<file path="config.mk">
export PLATFORM = sky130hd
export DESIGN_NAME = fbdr_ctrl
export DESIGN_NICKNAME = d
export VERILOG_FILES = /design/src/rtl/fbdr_pkg.sv /design/src/rtl/fbdr_ctrl.sv
export VERILOG_INCLUDE_DIRS = /design/src /design/src/rtl
export SDC_FILE = /design/constraint.sdc
export NUM_CORES = 1
export LEC_CHECK = 0
export ABC_AREA = 1
export CORE_UTILIZATION = 61
export DETAILED_ROUTE_END_ITERATION = 10
export DONT_BUFFER_PORTS = 1
export GPL_TIMING_DRIVEN = 0
export PLACE_DENSITY = 0.77
export SETUP_SLACK_MARGIN = 0.1
export SYNTH_ARGS = -nofsm -noshare
export SYNTH_HDL_FRONTEND = slang
export SYNTH_SLANG_ARGS = --single-unit
</file>
<file path="constraint.sdc">
create_clock -name clock -period 1.6 [get_ports clock]
set_input_delay 0 -clock clock [delete_from_list [all_inputs] [get_ports clock]]
set_output_delay 0 -clock clock [all_outputs]
set_load 0.02 [all_outputs]
</file>
<file path="src/rtl/flat_bottom_distance_restraint_macros.svh">
// Assertion macros for the flat-bottom distance restraint block.
`ifndef FLAT_BOTTOM_DISTANCE_RESTRAINT_MACROS_SVH
`define FLAT_BOTTOM_DISTANCE_RESTRAINT_MACROS_SVH
`ifndef SYNTHESIS
// Check a condition at every clock edge outside reset.
`define FBDR_CHECK(label, expr) \
   label: assert property (@(posedge clock) disable iff (reset) (expr)) \
      else $error("fbdr check failed");
// Check that a condition holds in the cycle after a trigger.
`define FBDR_CHECK_NEXT(label, pre, post) \
   label: assert property (@(posedge clock) disable iff (reset) (pre) |=> (post)) \
      else $error("fbdr sequence check failed");
`else
`define FBDR_CHECK(label, expr)
`define FBDR_CHECK_NEXT(label, pre, post)
`endif
`endif

</file>
<file path="src/rtl/fbdr_pkg.sv">
package fbdr_pkg;

   localparam int FRAC_BITS_DEF = 16;
   localparam int ROOT_STEPS    = 35;   // result bits of the square root
   localparam int MUL_DIGIT     = 16;   // multiplier bits consumed per cycle
   localparam int MUL_A_W       = 64;
   localparam int MUL_B_W       = 48;
   localparam int MUL_STEPS     = MUL_B_W / MUL_DIGIT;
   localparam int MUL_P_W       = MUL_A_W + MUL_B_W;
   localparam int CNT_W         = 6;

   typedef enum logic [3:0] {
      OP_NONE,
      OP_LOAD,
      OP_MUL_LOAD,
      OP_MUL_STEP,
      OP_MUL_STORE,
      OP_ROOT_INIT,
      OP_ROOT_STEP,
      OP_VIOL,
      OP_DIV_STEP,
      OP_OUT
   } fbdr_op_type;

   typedef enum logic [3:0] {
      MJ_SQX,
      MJ_SQY,
      MJ_SQZ,
      MJ_VV,
      MJ_KS,
      MJ_KV,
      MJ_GX,
      MJ_GY,
      MJ_GZ
   } fbdr_job_type;

   typedef enum logic [3:0] {
      S_IDLE,
      S_MUL_LOAD,
      S_MUL_RUN,
      S_MUL_STORE,
      S_ROOT_INIT,
      S_ROOT,
      S_VIOL,
      S_DIV,
      S_OUT
   } fbdr_state_type;

   typedef struct packed {
      fbdr_op_type  op;
      fbdr_job_type job;
   } fbdr_cmd_type;

   typedef struct packed {
      logic out_free;
   } fbdr_sts_type;

endpackage

</file>
<file path="src/rtl/fbdr_ctrl.sv">
`include "flat_bottom_distance_restraint_macros.svh"

module fbdr_ctrl import fbdr_pkg::*; #(
   parameter int FRAC_BITS = FRAC_BITS_DEF
) (
   input  logic         clock,
   input  logic         reset,
   input  logic         req_valid,
   output logic         req_ready,
   output fbdr_cmd_type cmd,
   input  fbdr_sts_type sts
);

   localparam int DIV_STEPS = FRAC_BITS + 1;

   fbdr_state_type     state_ff, state_in;
   fbdr_job_type       job_ff, job_in;
   logic [CNT_W-1:0]   cnt_ff, cnt_in;

   // hold state, job and step count
   always_ff @(posedge clock) begin
      if (reset) begin
         state_ff <= S_IDLE;
         job_ff   <= MJ_SQX;
         cnt_ff   <= '0;
      end else begin
         state_ff <= state_in;
         job_ff   <= job_in;
         cnt_ff   <= cnt_in;
      end
   end

   // sequence the datapath through squares, root, energy, divide and gradient
   always_comb begin
      state_in  = state_ff;
      job_in    = job_ff;
      cnt_in    = cnt_ff;
      req_ready = 1'b0;
      cmd.op    = OP_NONE;
      cmd.job   = job_ff;
      unique case (state_ff)
         S_IDLE: begin
            req_ready = 1'b1;
            if (req_valid) begin
               cmd.op   = OP_LOAD;
               job_in   = MJ_SQX;
               state_in = S_MUL_LOAD;
            end
         end
         S_MUL_LOAD: begin
            cmd.op   = OP_MUL_LOAD;
            cnt_in   = '0;
            state_in = S_MUL_RUN;
         end
         S_MUL_RUN: begin
            cmd.op = OP_MUL_STEP;
            cnt_in = cnt_ff + CNT_W'(1);
            if (cnt_ff == CNT_W'(MUL_STEPS - 1)) begin
               state_in = S_MUL_STORE;
            end
         end
         S_MUL_STORE: begin
            cmd.op = OP_MUL_STORE;
            unique case (job_ff)
               MJ_SQX: begin
                  job_in   = MJ_SQY;
                  state_in = S_MUL_LOAD;
               end
               MJ_SQY: begin
                  job_in   = MJ_SQZ;
                  state_in = S_MUL_LOAD;
               end
               MJ_SQZ: state_in = S_ROOT_INIT;
               MJ_VV: begin
                  job_in   = MJ_KS;
                  state_in = S_MUL_LOAD;
               end
               MJ_KS: begin
                  job_in   = MJ_KV;
                  state_in = S_MUL_LOAD;
               end
               MJ_KV: begin
                  cnt_in   = '0;
                  state_in = S_DIV;
               end
               MJ_GX: begin
                  job_in   = MJ_GY;
                  state_in = S_MUL_LOAD;
               end
               MJ_GY: begin
                  job_in   = MJ_GZ;
                  state_in = S_MUL_LOAD;
               end
               MJ_GZ: state_in = S_OUT;
               default: state_in = S_IDLE;
            endcase
         end
         S_ROOT_INIT: begin
            cmd.op   = OP_ROOT_INIT;
            cnt_in   = '0;
            state_in = S_ROOT;
         end
         S_ROOT: begin
            cmd.op = OP_ROOT_STEP;
            cnt_in = cnt_ff + CNT_W'(1);
            if (cnt_ff == CNT_W'(ROOT_STEPS - 1)) begin
               state_in = S_VIOL;
            end
         end
         S_VIOL: begin
            cmd.op   = OP_VIOL;
            job_in   = MJ_VV;
            state_in = S_MUL_LOAD;
         end
         S_DIV: begin
            cmd.op = OP_DIV_STEP;
            cnt_in = cnt_ff + CNT_W'(1);
            if (cnt_ff == CNT_W'(DIV_STEPS - 1)) begin
               job_in   = MJ_GX;
               state_in = S_MUL_LOAD;
            end
         end
         S_OUT: begin
            if (sts.out_free) begin
               cmd.op   = OP_OUT;
               state_in = S_IDLE;
            end
         end
         default: state_in = S_IDLE;
      endcase
   end

   `FBDR_CHECK(a_cnt_range, cnt_ff <= CNT_W'(ROOT_STEPS))
   `FBDR_CHECK_NEXT(a_start, req_valid && req_ready, state_ff == S_MUL_LOAD)
   `FBDR_CHECK(a_out_free, cmd.op != OP_OUT || sts.out_free)

endmodule

</file>
==> impl_metrics.py <==
metrics = {
    "run_status": {
        "run_status": "complete, no violations",
    },
    "grt": {
        "gr-usage-all-layers_pct": 28.1,
        "antenna_found_initial": 0,
        "grt_pass1_vias": 928,
        "grt_max_degree": 10,
        "overflow": 0,
        "grt_pass1_wl_um": 3940,
    },
    "sta": {
        "relSlewSlack_pct": 55.1,
        "fin_ws_ps": 134,
        "maxSlewViolCount": 0,
        "fin_crit_sh_pct": 91.6,
        "fin_setup_tns_ps": 0,
        "hold_viol_final": 0,
        "fmax_ghz": 0.682,
        "rsz0062_at_grt": "yes",
        "setup_viol": 0,
        "tightest_slew_ps": 669,
        "finalClockSkew_ps": 8.19,
        "min_period_ps": 1470,
    },
    "worst_setup_path": {
        "endpoint_kind": "output port",
        "worstSetupEndpoint": "cmd[5]",
        "worst-path-buf-inv": 2,
        "crit_slowest_cell": "nor3_1",
        "crit_family": "simple AND/OR/NAND/NOR gates",
        "path_cells": "clkbuf_4, nand2_2, inv_2, nor3_1",
        "reg2reg_to": "state_ff[0]$_SDFFE_PP0P_",
        "path_depth": 4,
        "reg2reg_depth": 11,
        "reg2reg_slack_ps": 170,
        "worst-path-max-fanout": 8,
        "worstPathArrival_ps": 1470,
        "path_class": "reg -> out",
        "start_kind": "register",
        "cpPeakStageDelay_ps": 520,
        "reg2reg_from": "state_ff[1]$_SDFFE_PP0P_",
        "required_ps": 1600,
        "cp-startpoint": "state_ff[1]$_SDFFE_PP0P_",
    },
    "placement": {
        "io_buffer_count": 0,
        "dp_hpwl_um": 1680,
        "place_ws_ps": 89.1,
        "gp_congestion": 0.950,
    },
    "power_and_ir_drop": {
        "seqPwrFrac_pct": 24.1,
        "p_clk_share_pct": 10.8,
        "leakage_nw": 0.523,
        "p_sw_share_pct": 53.6,
        "combPwrFrac_pct": 65.1,
        "p_int_mw": 1.10,
        "switching_power_mw": 1.27,
        "max-vdd-ir-drop_uv": 1370,
        "powerDensity_nw_per_um2": 1960,
    },
    "layout": {
        "layout_commonest_cell": "nand2_1",
        "diodes": 0,
        "syn2layout_area_growth_pct": 16.9,
        "final_cell_mix": "nand2_1 (32), nor2_1 (23), nand3_1 (17)",
        "drive_gt1_share_pct": 29.2,
        "fin_nets": 186,
    },
    "yosys": {
        "seq_area_frac_synth_pct": 27.0,
        "syn_avg_cell_area_sq_um": 6.22,
        "yosysWarningCount": 0,
        "synth_cells": 167,
        "synth_cell_types": 25,
        "syn_nets": 174,
        "syn-cell-area_sq_um": 1040,
        "synth-seq-cells": 14,
    },
    "die": {
        "start_util_pct": 67.4,
        "die_x_um": 43.3,
        "ioPinCount": 13,
        "num_rows": 14,
        "core_sq_um": 1540,
        "dieArea_sq_um": 1870,
        "die_height_um": 43.3,
    },
    "detailed_routing": {
        "dr.pass1.iters": 4,
        "routed_wl_um": 2530,
        "ant_nets": 0,
        "avgRoutedWirePerCell_um": 13.0,
        "drc": 0,
        "viasPerCell": 5.87,
        "dr.first_iter.drc_count": 51,
        "vias": 1138,
    },
    "flow_run": {
        "drv_cap": 0,
    },
    "hold_path": {
        "min_path_type": "in -> reg",
    },
    "cts": {
        "cts_buffers": 3,
        "clockBufferDepth": 2,
        "cts_sinks": 14,
        "ctsHtreeMaxLevel": 1,
        "cts_tree": "done",
        "clock_latency_ps": 280,
        "cts.clk_slew.worst_paths_ps": 90,
        "cts_root_buf": "clkbuf_4",
    },
}
-- area by class of cell --
class | count | area (sq um)
timing repair buffer | 7 | 55.1
clock buffer | 4 | 36.3
buffer | 4 | 23.8
sequential | 14 | 295
multi-input combinational | 128 | 702
tap | 16 | 20.0
inverter | 21 | 81.3
fill | 104 | 328
-- kinds of logic (layout without fill, tap and decap cells) --
kind of cell | after synthesis | after routing | share of synthesized area [%]
AO/OA/AOI/OAI | 21 | 21 | 11.3
XOR/XNOR | 2 | 2 | 1.69
adder cells (fa/ha/maj) | 3 | 3 | 3.61
buffers and inverters | 25 | 36 | 9.40
flip-flops | 14 | 14 | 27.0
AND/OR/NAND/NOR | 102 | 102 | 47.0
-- repair_timing --
action | in CTS | in global routing
hold buffers | 1 | 0
pin swaps | 0 | 9
buffers inserted | 0 | 6
endpoints found under the hold margin | 1 | 0
setup endpoints to repair | 3 | 14
resized for setup | 2 | 23
-- cells in the mapped netlist --
cell type / instances / area share, %
a21boi_0: 1 / 0.72
a21oi_1: 9 / 4.3
a31oi_1: 1 / 0.60
buf_1: 1 / 0.36
buf_2: 3 / 1.4
dfxtp_1: 14 / 27
ha_1: 3 / 3.6
inv_1: 14 / 5.1
inv_2: 7 / 2.5
nand2_1: 34 / 12
nand2_2: 9 / 5.4
nand3_1: 17 / 8.2
nand3_2: 1 / 0.96
nand4_1: 8 / 4.8
nor2_1: 24 / 8.7
nor2_2: 4 / 2.4
nor2_4: 1 / 1.1
nor3_1: 2 / 0.96
nor3_4: 1 / 1.6
o2111ai_1: 1 / 0.84
o211ai_1: 2 / 1.4
o21ai_0: 5 / 2.4
o21ai_1: 2 / 0.96
or2_2: 1 / 0.60
xor2_1: 2 / 1.7
-- state kept, by name, indices dropped and copies added, names as in the netlist --
| signal | cells |
|---|---|
| cnt_ff | 6 |
| job_ff | 4 |
| state_ff | 4 |
-- per-layer routing --
metal / vias to the layer above / GRT usage (%) / part of all wire [%] / wire [um]
li1: 566 / - / - / -
met1: 501 / 36.6 / 44 / 1100
met2: 65 / 46.3 / 47 / 1180
met3: 6 / 7.66 / 8.3 / 211
met4: 0 / 5.45 / 1.3 / 34
met5: - / 0 / 0 / 0
-- worst min path at each step --
stage / slack, ps / from / end / depth (start not counted)
after floorplan: 220 / sts / state_ff[3]$_SDFFE_PP0P_ / 3
after global placement: 250 / sts / state_ff[3]$_SDFFE_PP0P_ / 3
after detailed placement: 270 / sts / state_ff[3]$_SDFFE_PP0P_ / 3
after CTS: 110 / reset / state_ff[3]$_SDFFE_PP0P_ / 2
after global routing: 130 / reset / state_ff[3]$_SDFFE_PP0P_ / 2
final: 130 / reset / cnt_ff[4]$_SDFFE_PP0P_ / 2
-- metrics by stage --
stage	hold WS (ps)	instance area [sq um]	util [%]	power, mW	instances
after floorplan	218	1040	-	1.67	167
final	129	1210	78.7	2.38	194
after CTS	111	1110	72.2	2.17	188
after global routing	127	1210	78.7	2.60	194
after global placement	253	1060	68.7	1.86	183
after detailed placement	266	1060	68.7	1.88	183
-- power by group through the flow --
stage | Clock [mW] | Sequential, mW | Combinational, mW
CTS | 0.264 | 0.560 | 1.34
finish | 0.256 | 0.573 | 1.55
detailed placement | 0 | 0.566 | 1.31
global route | 0.284 | 0.586 | 1.73
global placement | 0 | 0.561 | 1.30
floorplan | 0 | 0.550 | 1.12
-- worst reg2reg max path, stage by stage, from the launching register on --
cell	delay, ps
dfxtp_1	300
clkbuf_4	170
nor2_4	150
nand2_4	90
inv_4	90
nand2_1	70
nand2_2	110
nor2_2	60
nand2_2	110
nand2_2	70
nand2_2	60
nor2_1	50
No activity file was read; power rests on OpenSTA's default activity.
